### config.mk
export PLATFORM = sky130hd
export DESIGN_NAME = source_text_tokenizer
export DESIGN_NICKNAME = d
export VERILOG_FILES = /design/src/hdl/stt_pkg.sv /design/src/hdl/stt_step.sv /design/src/hdl/stt_emit.sv /design/src/hdl/source_text_tokenizer.sv
export SDC_FILE = /design/constraint.sdc
export NUM_CORES = 1
export LEC_CHECK = 0
export ABC_CLOCK_PERIOD_IN_PS = 27300
export BUFFER_PORTS_ARGS = -buffer_cell sky130_fd_sc_hd__buf_2
export CORE_MARGIN = 3
export CORE_UTILIZATION = 30
export DETAILED_ROUTE_END_ITERATION = 8
export GPL_TIMING_DRIVEN = 1
export MAX_ROUTING_LAYER = met4
export PLACE_DENSITY = 0.41
export SLEW_MARGIN = 20
export SYNTH_ARGS = -nofsm -noshare
export SYNTH_HDL_FRONTEND = slang
export SYNTH_SLANG_ARGS = --single-unit
export TNS_END_PERCENT = 100
### constraint.sdc
create_clock -name clk -period 27.3 [get_ports clk]
set_input_delay 5.46 -clock clk [delete_from_list [all_inputs] [get_ports clk]]
set_output_delay 5.46 -clock clk [all_outputs]
set_load 0.05 [all_outputs]
### src/hdl/stt_pkg.sv
// Shared types, codes and character classification for the source text tokenizer.
package stt_pkg;

  localparam int unsigned STT_MAX_TEXT = 65536;

  typedef enum logic [2:0] {
    MODE_IDLE  = 3'd0,
    MODE_NUM   = 3'd1,
    MODE_CHR   = 3'd2,
    MODE_STR   = 3'd3,
    MODE_IDENT = 3'd4,
    MODE_OP    = 3'd5,
    MODE_ERR   = 3'd6
  } scan_mode_t;

  localparam logic [3:0] KIND_INT     = 4'd0;
  localparam logic [3:0] KIND_FLOAT   = 4'd1;
  localparam logic [3:0] KIND_CHR     = 4'd2;
  localparam logic [3:0] KIND_STR     = 4'd3;
  localparam logic [3:0] KIND_IDENT   = 4'd4;
  localparam logic [3:0] KIND_KEYWORD = 4'd5;
  localparam logic [3:0] KIND_OP      = 4'd6;
  localparam logic [3:0] KIND_END     = 4'd7;
  localparam logic [3:0] KIND_ERR     = 4'd8;

  localparam logic [1:0] ERR_NONE   = 2'd0;
  localparam logic [1:0] ERR_DOT    = 2'd1;
  localparam logic [1:0] ERR_CHAR   = 2'd2;
  localparam logic [1:0] ERR_LENGTH = 2'd3;

  localparam logic [4:0] OP_SEMI   = 5'd0;
  localparam logic [4:0] OP_LPAREN = 5'd1;
  localparam logic [4:0] OP_RPAREN = 5'd2;
  localparam logic [4:0] OP_LBRACE = 5'd3;
  localparam logic [4:0] OP_RBRACE = 5'd4;
  localparam logic [4:0] OP_PLUS   = 5'd5;
  localparam logic [4:0] OP_MINUS  = 5'd6;
  localparam logic [4:0] OP_STAR   = 5'd7;
  localparam logic [4:0] OP_SLASH  = 5'd8;
  localparam logic [4:0] OP_LT     = 5'd9;
  localparam logic [4:0] OP_GT     = 5'd10;
  localparam logic [4:0] OP_ASSIGN = 5'd11;
  localparam logic [4:0] OP_NOT    = 5'd12;
  localparam logic [4:0] OP_LE     = 5'd13;
  localparam logic [4:0] OP_GE     = 5'd14;
  localparam logic [4:0] OP_EQ     = 5'd15;
  localparam logic [4:0] OP_NE     = 5'd16;
  localparam logic [4:0] OP_INC    = 5'd17;
  localparam logic [4:0] OP_DEC    = 5'd18;

  localparam logic [4:0] NO_OP = 5'd0;
  localparam logic [3:0] NO_KW = 4'd0;

  localparam int KW_COUNT = 9;

  // Keyword spellings packed first character lowest, hence the reversed strings.
  localparam logic [47:0] KW_TEXT [KW_COUNT] = '{
    48'("fed"), 48'("tni"), 48'("gnirts"), 48'("taolf"), 48'("rahc"),
    48'("tnirp"), 48'("fi"), 48'("esle"), 48'("rof")
  };
  localparam logic [2:0] KW_LEN [KW_COUNT] = '{
    3'd3, 3'd3, 3'd6, 3'd5, 3'd4, 3'd5, 3'd2, 3'd4, 3'd3
  };

  typedef struct packed {
    logic [7:0] text_byte;
    logic       end_of_text;
  } text_word_t;

  typedef struct packed {
    logic [3:0]  token_kind;
    logic [15:0] token_start;
    logic [15:0] token_length;
    logic [3:0]  keyword_id;
    logic [4:0]  operator_id;
    logic [1:0]  error_code;
    logic        last_of_run;
  } token_word_t;

  typedef struct packed {
    scan_mode_t  mode;
    logic        dot_seen;
    logic [15:0] pos;
    logic [15:0] tok_start;
    logic [47:0] prefix;
    logic [2:0]  name_len;
    logic [7:0]  held;
  } scan_state_t;

  typedef struct packed {
    logic [1:0]       count;
    token_word_t [2:0] tok;
  } token_group_t;

  typedef struct packed {
    logic       hit;
    logic [4:0] id;
  } op_match_t;

  typedef struct packed {
    logic       hit;
    logic [3:0] id;
  } kw_match_t;

  typedef struct packed {
    scan_state_t st;
    logic        emit;
    token_word_t tok;
  } start_res_t;

  function automatic logic is_digit(logic [7:0] b);
    return b inside {["0":"9"]};
  endfunction

  function automatic logic is_alpha(logic [7:0] b);
    return b inside {["a":"z"], ["A":"Z"]};
  endfunction

  function automatic logic is_space(logic [7:0] b);
    return b inside {8'd32, [8'd9:8'd13]};
  endfunction

  function automatic logic may_pair(logic [7:0] b);
    return b inside {"+", "-", "<", ">", "=", "!"};
  endfunction

  function automatic op_match_t single_op(logic [7:0] b);
    op_match_t r;
    r.hit = 1'b1;
    case (b)
      ";":     r.id = OP_SEMI;
      "(":     r.id = OP_LPAREN;
      ")":     r.id = OP_RPAREN;
      "{":     r.id = OP_LBRACE;
      "}":     r.id = OP_RBRACE;
      "+":     r.id = OP_PLUS;
      "-":     r.id = OP_MINUS;
      "*":     r.id = OP_STAR;
      "/":     r.id = OP_SLASH;
      "<":     r.id = OP_LT;
      ">":     r.id = OP_GT;
      "=":     r.id = OP_ASSIGN;
      "!":     r.id = OP_NOT;
      default: begin
        r.hit = 1'b0;
        r.id  = NO_OP;
      end
    endcase
    return r;
  endfunction

  function automatic op_match_t pair_op(logic [7:0] first, logic [7:0] second);
    op_match_t r;
    r.hit = 1'b1;
    r.id  = NO_OP;
    if (second == "=" && first == "<") r.id = OP_LE;
    else if (second == "=" && first == ">") r.id = OP_GE;
    else if (second == "=" && first == "=") r.id = OP_EQ;
    else if (second == "=" && first == "!") r.id = OP_NE;
    else if (first == "+" && second == "+") r.id = OP_INC;
    else if (first == "-" && second == "-") r.id = OP_DEC;
    else r.hit = 1'b0;
    return r;
  endfunction

  function automatic kw_match_t keyword_of(logic [47:0] prefix, logic [2:0] len);
    kw_match_t r;
    r = '0;
    for (int k = KW_COUNT - 1; k >= 0; k--) begin
      if (len == KW_LEN[k] && prefix == KW_TEXT[k]) begin
        r.hit = 1'b1;
        r.id  = 4'(k);
      end
    end
    return r;
  endfunction

  function automatic logic [15:0] sat_len(logic [16:0] len);
    return len[16] ? 16'hFFFF : len[15:0];
  endfunction

  function automatic token_word_t make_tok(logic [3:0] kind, logic [15:0] start,
                                           logic [15:0] len, logic [3:0] kw,
                                           logic [4:0] op, logic [1:0] err);
    token_word_t t;
    t.token_kind   = kind;
    t.token_start  = start;
    t.token_length = len;
    t.keyword_id   = kw;
    t.operator_id  = op;
    t.error_code   = err;
    t.last_of_run  = 1'b0;
    return t;
  endfunction

  function automatic scan_state_t clear_scan(scan_state_t cs);
    scan_state_t r;
    r           = cs;
    r.mode      = MODE_IDLE;
    r.dot_seen  = 1'b0;
    r.tok_start = '0;
    r.prefix    = '0;
    r.name_len  = '0;
    r.held      = '0;
    return r;
  endfunction

  function automatic token_word_t name_tok(scan_state_t cs, logic [15:0] len);
    kw_match_t m;
    m = keyword_of(cs.prefix, cs.name_len);
    if (m.hit) return make_tok(KIND_KEYWORD, cs.tok_start, len, m.id, NO_OP, ERR_NONE);
    return make_tok(KIND_IDENT, cs.tok_start, len, NO_KW, NO_OP, ERR_NONE);
  endfunction

  // Opens a new token at byte b, offset p, from the state between tokens.
  function automatic start_res_t start_token(scan_state_t cs, logic [7:0] b,
                                             logic [15:0] p);
    start_res_t r;
    op_match_t  so;
    so     = single_op(b);
    r.st   = clear_scan(cs);
    r.emit = 1'b0;
    r.tok  = '0;
    if (!is_space(b)) begin
      r.st.tok_start = p;
      if (is_digit(b)) begin
        r.st.mode = MODE_NUM;
      end else if (b == "'") begin
        r.st.mode = MODE_CHR;
      end else if (b == "\"") begin
        r.st.mode = MODE_STR;
      end else if (is_alpha(b)) begin
        r.st.mode     = MODE_IDENT;
        r.st.prefix   = {40'h0, b};
        r.st.name_len = 3'd1;
      end else if (may_pair(b)) begin
        r.st.mode = MODE_OP;
        r.st.held = b;
      end else if (so.hit) begin
        r.emit = 1'b1;
        r.tok  = make_tok(KIND_OP, p, 16'd1, NO_KW, so.id, ERR_NONE);
      end else begin
        r.emit    = 1'b1;
        r.tok     = make_tok(KIND_ERR, p, 16'd1, NO_KW, NO_OP, ERR_CHAR);
        r.st.mode = MODE_ERR;
      end
    end
    return r;
  endfunction

endpackage

### src/hdl/stt_step.sv
// Per-word scanner update: next scan state and the group of tokens one text word yields.
module stt_step import stt_pkg::*; #(
  parameter int unsigned MAX_TEXT = STT_MAX_TEXT
) (
  input  scan_state_t  cur,
  input  text_word_t   word,
  output scan_state_t  nxt,
  output token_group_t group
);

  localparam int unsigned LIMIT    = (MAX_TEXT < 65536) ? MAX_TEXT : 65536;
  localparam logic [15:0] LAST_POS = 16'(LIMIT - 1);

  always_comb begin
    scan_state_t st;
    start_res_t  sr;
    op_match_t   pm;
    op_match_t   hm;
    op_match_t   fm;
    token_word_t cand [4];
    logic [3:0]  cv;
    logic [1:0]  cnt;
    logic [7:0]  b;
    logic [15:0] p;
    logic [15:0] s;
    logic        last;
    logic        take_start;

    b          = word.text_byte;
    last       = word.end_of_text;
    p          = cur.pos;
    s          = cur.tok_start;
    st         = cur;
    cv         = '0;
    cnt        = '0;
    take_start = 1'b0;
    for (int i = 0; i < 4; i++) cand[i] = '0;
    pm = pair_op(cur.held, b);
    hm = single_op(cur.held);

    if (cur.mode != MODE_ERR && !last && p == LAST_POS) begin
      st      = clear_scan(cur);
      st.mode = MODE_ERR;
      cv[0]   = 1'b1;
      cand[0] = make_tok(KIND_ERR, p, 16'd0, NO_KW, NO_OP, ERR_LENGTH);
    end else begin
      case (cur.mode)
        MODE_NUM: begin
          if (b == ".") begin
            if (cur.dot_seen) begin
              st      = clear_scan(cur);
              st.mode = MODE_ERR;
              cv[0]   = 1'b1;
              cand[0] = make_tok(KIND_ERR, p, 16'd1, NO_KW, NO_OP, ERR_DOT);
            end else begin
              st.dot_seen = 1'b1;
            end
          end else if (!is_digit(b)) begin
            cv[0]      = 1'b1;
            cand[0]    = make_tok(cur.dot_seen ? KIND_FLOAT : KIND_INT, s, p - s,
                                  NO_KW, NO_OP, ERR_NONE);
            take_start = 1'b1;
          end
        end
        MODE_IDENT: begin
          if (is_alpha(b) || is_digit(b) || b == "_") begin
            if (cur.name_len < 3'd6) begin
              st.prefix[8*cur.name_len +: 8] = cur.prefix[8*cur.name_len +: 8] | b;
            end
            if (cur.name_len < 3'd7) st.name_len = cur.name_len + 3'd1;
          end else begin
            cv[0]      = 1'b1;
            cand[0]    = name_tok(cur, p - s);
            take_start = 1'b1;
          end
        end
        MODE_CHR: begin
          if (b == "'") begin
            cv[0]   = 1'b1;
            cand[0] = make_tok(KIND_CHR, s + 16'd1, p - s - 16'd1, NO_KW, NO_OP, ERR_NONE);
            st      = clear_scan(cur);
          end
        end
        MODE_STR: begin
          if (b == "\"") begin
            cv[0]   = 1'b1;
            cand[0] = make_tok(KIND_STR, s + 16'd1, p - s - 16'd1, NO_KW, NO_OP, ERR_NONE);
            st      = clear_scan(cur);
          end
        end
        MODE_OP: begin
          cv[0] = 1'b1;
          if (pm.hit) begin
            cand[0] = make_tok(KIND_OP, s, 16'd2, NO_KW, pm.id, ERR_NONE);
            st      = clear_scan(cur);
          end else begin
            cand[0]    = make_tok(KIND_OP, s, 16'd1, NO_KW, hm.id, ERR_NONE);
            take_start = 1'b1;
          end
        end
        MODE_ERR: begin
        end
        default: begin
          take_start = 1'b1;
        end
      endcase
    end

    sr = start_token(st, b, p);
    if (take_start) begin
      st      = sr.st;
      cv[1]   = sr.emit;
      cand[1] = sr.tok;
    end

    fm = single_op(st.held);
    if (last) begin
      case (st.mode)
        MODE_NUM: begin
          cv[2]   = 1'b1;
          cand[2] = make_tok(st.dot_seen ? KIND_FLOAT : KIND_INT, st.tok_start,
                             sat_len({1'b0, p} + 17'd1 - {1'b0, st.tok_start}),
                             NO_KW, NO_OP, ERR_NONE);
        end
        MODE_IDENT: begin
          cv[2]   = 1'b1;
          cand[2] = name_tok(st, sat_len({1'b0, p} + 17'd1 - {1'b0, st.tok_start}));
        end
        MODE_CHR: begin
          cv[2]   = 1'b1;
          cand[2] = make_tok(KIND_CHR, st.tok_start + 16'd1, p - st.tok_start,
                             NO_KW, NO_OP, ERR_NONE);
        end
        MODE_STR: begin
          cv[2]   = 1'b1;
          cand[2] = make_tok(KIND_STR, st.tok_start + 16'd1, p - st.tok_start,
                             NO_KW, NO_OP, ERR_NONE);
        end
        MODE_OP: begin
          cv[2]   = 1'b1;
          cand[2] = make_tok(KIND_OP, st.tok_start, 16'd1, NO_KW, fm.id, ERR_NONE);
        end
        default: begin
        end
      endcase
      cv[3]   = 1'b1;
      cand[3] = make_tok(KIND_END, p + 16'd1, 16'd0, NO_KW, NO_OP, ERR_NONE);
      st      = clear_scan(st);
      st.pos  = '0;
    end else begin
      st.pos = p + 16'd1;
    end

    group = '0;
    for (int i = 0; i < 4; i++) begin
      if (cv[i] && cnt != 2'd3) begin
        group.tok[cnt] = cand[i];
        cnt            = cnt + 2'd1;
      end
    end
    if (cnt != 2'd0) group.tok[cnt - 2'd1].last_of_run = 1'b1;
    group.count = cnt;
    nxt         = st;
  end

endmodule

### src/hdl/stt_emit.sv
// Register for one word's token group; hands the tokens out one per cycle unless stalled.
module stt_emit import stt_pkg::*; (
  input  logic         clk,
  input  logic         rst,
  input  logic         load,
  input  token_group_t group,
  output logic         free,
  output logic         token_valid,
  input  logic         token_stall,
  output token_word_t  token_word
);

  token_word_t slot [3];
  logic [1:0]  count;
  logic [1:0]  count_next;
  logic        pop;

  assign token_valid = (count != 2'd0);
  assign token_word  = slot[0];
  assign pop         = token_valid && !token_stall;
  assign free        = (count == 2'd0) || (count == 2'd1 && pop);

  always_comb begin
    count_next = count;
    if (load) count_next = group.count;
    else if (pop) count_next = count - 2'd1;
  end

  always_ff @(posedge clk) begin
    if (rst) begin
      count <= '0;
    end else begin
      count <= count_next;
    end
  end

  always_ff @(posedge clk) begin
    if (load) begin
      slot[0] <= group.tok[0];
      slot[1] <= group.tok[1];
      slot[2] <= group.tok[2];
    end else if (pop) begin
      slot[0] <= slot[1];
      slot[1] <= slot[2];
    end
  end

`ifndef SYNTHESIS
  a_load_when_free: assert property (@(posedge clk) disable iff (rst)
    load |-> free)
    else $error("token group loaded over undelivered tokens");

  a_last_marks_final: assert property (@(posedge clk) disable iff (rst)
    (token_valid && count == 2'd1) |-> token_word.last_of_run)
    else $error("final token of a word lacks last_of_run");

  a_last_only_final: assert property (@(posedge clk) disable iff (rst)
    (token_valid && count != 2'd1) |-> !token_word.last_of_run)
    else $error("last_of_run set before the final token of a word");

  a_drain: assert property (@(posedge clk) disable iff (rst)
    (pop && count == 2'd1 && !load) |=> !token_valid)
    else $error("token group did not drain");
`endif

endmodule

### src/hdl/source_text_tokenizer.sv
// Top level of the source text tokenizer: input register, scan state and token output.
//
// Source text enters on the text channel, one byte per word, with end_of_text
// marking the last byte of a text. Token descriptors leave on the token
// channel, one per word; a byte yields zero to three tokens, and the last
// token caused by a byte carries last_of_run.
// A text byte is registered at acceptance; once the token group register is
// free, the scanner updates its state from the held byte and fills the token
// group register, from which the first token of the byte is offered.
// The text channel takes one byte per cycle while each byte yields at most
// one token and the receiver does not stall; a byte with more tokens holds
// the channel until its last token goes out of the single token output port.
// When the token receiver stalls, the held token stays steady and the text
// channel stalls once the input register and token group are both occupied.
// Reset clears the scan state and text offset and empties both registers; the
// block is ready for a new text in the cycle after reset is released. After
// each end_of_text byte the scan state returns to its reset value.
module source_text_tokenizer import stt_pkg::*; #(
  parameter int unsigned MAX_TEXT = STT_MAX_TEXT
) (
  input  logic        clk,
  input  logic        rst,
  input  logic        text_valid,
  output logic        text_stall,
  input  text_word_t  text_word,
  output logic        token_valid,
  input  logic        token_stall,
  output token_word_t token_word
);

  logic         held_valid;
  text_word_t   held_word;
  scan_state_t  state;
  scan_state_t  state_next;
  token_group_t group;
  logic         free;
  logic         advance;
  logic         accept;

  assign advance    = held_valid && free;
  assign text_stall = held_valid && !free;
  assign accept     = text_valid && !text_stall;

  stt_step #(
    .MAX_TEXT(MAX_TEXT)
  ) u_step (
    .cur   (state),
    .word  (held_word),
    .nxt   (state_next),
    .group (group)
  );

  stt_emit u_emit (
    .clk         (clk),
    .rst         (rst),
    .load        (advance),
    .group       (group),
    .free        (free),
    .token_valid (token_valid),
    .token_stall (token_stall),
    .token_word  (token_word)
  );

  always_ff @(posedge clk) begin
    if (rst) begin
      held_valid <= 1'b0;
      state      <= '0;
    end else begin
      if (accept) held_valid <= 1'b1;
      else if (advance) held_valid <= 1'b0;
      if (advance) state <= state_next;
    end
  end

  always_ff @(posedge clk) begin
    if (accept) held_word <= text_word;
  end

endmodule
### Word level (Yosys, flattened, before mapping)

Memories as Yosys holds them, arrays and structs flattened.
Index checks and enable logic that the tools add are counted.

| cells by class | value |
|---|---|
| div/mod/pow operators | 0 |
| order comparisons | 18 |
| multipliers | 0 |
| shift operators | 3 |
| reductions and logical operators | 60 |
| multiplexer cells | 147 |
| equal/unequal tests | 87 |
| bitwise logic cells | 3 |
| add/subtract/negate cells | 15 |

Operator list:

| kind | number |
|---|---|
| 48-bit two-way mux | 17 |
| 144-bit bitwise mux | 4 |
| 144-bit two-way mux | 4 |
| 95-bit two-way mux | 6 |
| 48-bit one-hot mux with 5 select lines | 2 |
| 48-bit demux with 2-bit select | 4 |
| 108-bit two-way mux | 3 |
| 48-bit by 23-bit equality test with 1-bit output (second input constant) | 6 |
| 8-bit by 6-bit equality test with 1-bit output (second input constant) | 35 |
| 51-bit one-hot mux with 5 select lines | 1 |
| 48-bit by 31-bit equality test with 1-bit output (second input constant) | 4 |
| 48-bit by 39-bit equality test with 1-bit output (second input constant) | 4 |
| 75-bit two-way mux | 2 |
| 5-bit two-way mux | 29 |
| 36-bit one-hot mux with 4 select lines | 1 |
| 4-bit one-hot mux with 12 select lines | 3 |
| 124-bit two-way mux | 1 |
| 48-bit by 15-bit equality test with 1-bit output (second input constant) | 2 |
| 48-bit by 47-bit equality test with 1-bit output (second input constant) | 2 |
| 96-bit two-way mux | 1 |
| 46-bit two-way mux | 2 |
| 57-bit two-way mux | 1 |
| 8-bit by 7-bit equality test with 1-bit output (second input constant) | 7 |
| 51-bit two-way mux | 1 |
| 57 further kinds | 191 |

| word-level totals | value |
|---|---|
| bits in read-only memories | 0 |
| memories | 1 |
| latch bits | 0 |
| bits in writable memories | 144 |
| bits of input ports | 13 |
| register bits | 107 |
| logic and storage cells | 345 |

Memory list:

| memory | depth | width | read ports | clocked after memory_dff | write ports | RTL line | text |
|---|---|---|---|---|---|---|---|
| u_emit.slot | 3 | 48 | 3 | 0 | 3 | stt_emit.sv:13 | `token_word_t slot [3];` |

### Depth between registers and ports, before layout

| logic depth | value |
|---|---|
| depth after elaboration | 38 |
| gate-level depth with buffers | 27 |
| depth with buffers taken out | 25 |

### Cells and area by module

Synthesis repeated with hierarchy kept, for this count alone.

| unflattened totals | value |
|---|---|
| cell total of the unflattened synthesis | 2764 |
| area, all modules | 22868.2 µm² |

By module, submodules not included:

| module | area an instance (µm²) | times used | cells each |
|---|---|---|---|
| stt_step | 12391.9 | 1 | 1999 |
| stt_emit | 5998.3 | 1 | 318 |
| source_text_tokenizer | 4478.0 | 1 | 447 |

### Least setup slack after synthesis

Ideal clock, no wire load.

| path | value |
|---|---|
| path kind | in2reg |
| start point | input token_stall |
| end point | memory u_emit.slot[0][0] (netlist name), enable pin |
| setup time | 673 ps |
| setup slack | 14656 ps |
| required time | 26627 ps |
| data arrival time | 11971 ps |
| cell stages on the path | 1 |
| cells stage by stage | o21ai_0 |

RTL lines:

| element | RTL line | text |
|---|---|---|
| from (decl) | source_text_tokenizer.sv:27 | `input logic token_stall,` |
| to (decl) | stt_emit.sv:13 |  |

### Worst setup path in the final report

| path | value |
|---|---|
| start point | input token_stall |
| end point | output text_stall |

| on the way | value |
|---|---|
| cells in the longest elaborated chain, start to end | 6 |

RTL lines:

| element | RTL line | text |
|---|---|---|
| 1-bit zero test | stt_emit.sv:20 | `assign pop = token_valid && !token_stall;` |
| 1-bit logical AND | stt_emit.sv:20 |  |
| 1-bit logical AND | stt_emit.sv:21 | `assign free = (count == 2'd0) \|\| (count == 2'd1 && pop);` |
| 1-bit logical OR | stt_emit.sv:21 |  |
| 1-bit zero test | source_text_tokenizer.sv:41 | `assign text_stall = held_valid && !free;` |
| 1-bit logical AND | source_text_tokenizer.sv:41 |  |
| to (decl) | source_text_tokenizer.sv:24 | `output logic text_stall,` |

No other way between the ends.

==> summary.md <==
| Metric | Value |
|---|---|
| Status | `complete, no violations` |
| Clk buf depth | `3` |
| F_max | `85.5 MHz` |
| Gr busiest metal | `met2` |
| Critical R2R Launch | `state[92]` |
| Latest clock arrival within the worst-skew pair | `0.58 ns` |
| Combinational power share | `0.356` |
| Tightest Pin Transition | `1.19 ns` |
| Number of global-route vias before repair | `19,400` |
| Crit-path max FO | `4` |
| Met2 Use GR | `0.424` |
| Peak VDD IR | `49.2 uV` |
| Worst path cell trace | `buf_2 -> inv_1 -> a21oi_1 -> nand2_1 -> inv_1 -> buf_2` |
| Via density | `6.00` |
| Die W | `between 200 and 300 um` |
| CTS Hold Bufs | `0` |
| LEAKAGE | `7.38 nW` |
| Port Buf Inserts | `62` |
| Sequential share of power | `0.347` |
| H-Tree Depth | `2` |
| CTS Buf Count | `35` |
| P&R area growth vs syn | `9.60%` |
| Post-layout util | `0.336` |
| Critical path startpoint category | `input pin` |
| Sw frac | `0.422` |
| WP depth | `6` |
| Yosys top cell area share | `0.220` |
| Mapped cell area | `0.0199 mm2` |
| Post-synth EDFFs | `146` |
| Seq/Total Area, Yosys | `0.319` |
| Setup Skew | `0.0358 ns` |
| CP endpoint | `text_stall` |
| 1st-pass router iterations | `6` |
| Slew Viols, Final | `0` |
| DR iter-0 viols | `1,837` |
| Worst EP arrival | `6.23 ns` |
| Layout cells sized above 1 | `0.0902` |
| RSZ-0062 raised after global routing | `no` |
| CTS root buf | `clkbuf_16` |
| Min-delay worst type | `flip-flop to flip-flop` |
| Setup_tns | `0 ns` |
| Max stage delay cell, worst path | `buf_2` |
| Clock slew at reported path FFs | `0.06 ns` |
| Per-cell routed wire length | `26.8 um` |
| PostCTS Resize Cnt | `0` |
| Syn_area_per_cell | `7.96 um2` |
| Max-Cap Viols | `0` |
| Crit end category | `primary output` |
| Crit-path max cell delay | `0.26 ns` |
| Core outline area | `between 0.06 and 0.07 mm2` |
| Reg2Reg Depth | `18` |
| Power density over cell area | `approximately 70 mW/mm2` |
| Total Die Area | `0.0695 mm2` |
| Total grt overflow | `0` |
| Rows | `93` |
| Routability cong. | `0.952` |
| Most common cell in the netlist | `nor2_1` |
| GR Layer Usage met3 | `0.0317` |
| Total GRT Usage | `0.256` |
| DP Wirelength | `about 66,000 um` |
| Synth area leaders | `edfxtp_1 22%, dfxtp_1 9.8%, nor2_1 5.6%` |
| Final worst path period need | `between 10 and 15 ns` |
| Met1 Use GR | `0.311` |
| Crit Path Class | `input pin to primary output` |
| CP required | `between 20 and 25 ns` |
| Layout Nets | `2,545` |
| Post-synth top area cell | `edfxtp_1` |
| Worst R2R End | `u_emit.slot[0][22]` |
| Cell internal pwr | `between 0.8 and 0.9 mW` |
| Cells after Synth | `2,503` |
| Postcts setup bufs | `0` |
| Drt total wl | `89,300 um` |
| Post-Syn Nets | `2,601` |
| Setup violators final | `0` |
| Async set or reset register ratio after synthesis | `0` |
| Synthesis Warnings | `0` |
| Primary FF master, synth | `edfxtp_1` |
| Sw power | `approximately 0.65 mW` |
| Drt drc | `0` |
| Die Y | `approximately 260 um` |
| Distinct cells, synth | `between 100 and 150` |
| Largest net degree at the start of global routing | `62` |
| Starting Density | `0.306` |
| CTS tree | `done` |
| CP Buf/Inv Count | `4` |
| Vias | `20,000` |
| CTS sink cnt | `244` |
| Yosys reg bits | `244` |
| FF-to-FF setup slack | `18.59 ns` |
| Top-Level Pins | `63` |
| Synth top cells by count | `298 x nor2_1, 244 x nand2_1, 181 x o21ai_0, 158 x a21oi_1, 146 x edfxtp_1` |
| Max-slew headroom | `0.205` |
| Final ANT Viol Nets | `0` |
| Antenna violations before repair | `0` |
| Fin crit share | `0.428` |
| CP top delay family | `buffers and inverters` |
| First-pass GRT wire length | `132,000 um` |
| CP startpoint | `token_stall` |
| Clk network pwr share | `0.297` |
| Hold Vio Cnt, Final | `0` |
## layout by cell type, fill, tap and decap left out, types with 23 or more instances in the layout
| cell type | n |
|---|---|
| nor2_1 | 295 |
| edfxtp_1 | 146 |
| a21oi_1 | 157 |
| nor2b_1 | 29 |
| clkbuf_16 | 36 |
| nand3_1 | 83 |
| mux2i_1 | 27 |
| a31oi_1 | 25 |
| nand4_1 | 30 |
| and3_1 | 41 |
| nor4_1 | 29 |
| a22o_1 | 27 |
| and2_1 | 28 |
| inv_1 | 99 |
| dfxtp_1 | 98 |
| buf_2 | 61 |
| buf_4 | 51 |
| a211oi_1 | 23 |
| o22ai_1 | 37 |
| xnor2_1 | 54 |
| ha_1 | 70 |
| a22oi_1 | 82 |
| nor3_1 | 68 |
| nand2_1 | 244 |
| o21ai_0 | 179 |
## worst min-delay path: stages, from the launching register on
cell and delay, ns:
edfxtp_1 0.32, nand2_1 0.04, o21ai_0 0.06
## state kept, by name (all words and copies together) (netlist names)
name and flops:
held_valid 1, u_emit.count 2, state 95, held_word 9, u_emit.slot 137
## kinds of logic (layout without fill, tap and decap cells)
group | after synthesis | in the layout | synth area share
muxes | 30 | 30 | 0.0153
buffers and inverters | 308 | 278 | 0.0697
and+or+nand+nor | 985 | 985 | 0.243
adders and majority gates | 85 | 85 | 0.0590
other | 0 | 1 | 0
xor gates and xnor gates | 73 | 73 | 0.0321
AOI/OAI and AO/OA | 778 | 778 | 0.262
DFF | 244 | 244 | 0.319
## worst min-delay path by stage
| stage | start | endpoint | slack, ns | cells past startpoint |
|---|---|---|---|---|
| floorplan | state[45] | state[45] | 0.46 | 2 |
| global placement | u_emit.slot[1][0] | u_emit.slot[0][48] | 0.49 | 2 |
| detailed placement | u_emit.slot[0][48] | u_emit.slot[0][0] | 0.51 | 2 |
| CTS | u_emit.slot[1][15] | u_emit.slot[0][63] | 0.49 | 2 |
| global route | u_emit.slot[1][15] | u_emit.slot[0][63] | 0.52 | 2 |
| finish | u_emit.slot[1][15] | u_emit.slot[0][63] | 0.50 | 2 |
## power by group through the flow
stage | clock, mW | combinational, mW | sequential, mW
2_1_floorplan | 0 | 0.404 | 0.538
3_3_place_gp | 0 | 0.544 | 0.539
3_5_place_dp | 0 | 0.545 | 0.539
4_1_cts | 0.468 | 0.546 | 0.533
5_1_grt | 0.484 | 0.581 | 0.539
6_report | 0.455 | 0.545 | 0.531
## final cells by class
type / count / area [um2]
diodes: 1 / 2.50
clock buffers: 44 / 931
clock inverters: 19 / 175
fillers: 6912 / 43200
inverters: 103 / 387
multi-input cells: 1951 / 12200
flip-flops and latches: 244 / 6350
well taps: 855 / 1070
repair buffers: 112 / 688
## metrics by stage
stage                     power, mW  cells  cell area, um2  setup WS (ns)  hold slack (ns)
final                          1.53   3329           21800          15.61            0.502
after floorplan               0.942   2503           19900          14.66            0.462
after global routing           1.60   3328           21800          15.48            0.516
after global placement         1.08   3265           20700          15.59            0.492
after CTS                      1.55   3328           21800          15.60            0.494
after detailed placement       1.08   3265           20700          15.61            0.508
## per-layer routing
layer	share of wire	wire length, um
met3	0.049	4390
met2	0.48	43200
met1	0.41	37100
met4	0.053	4720
met5	0	0
(Power assumes the default switching activity.)
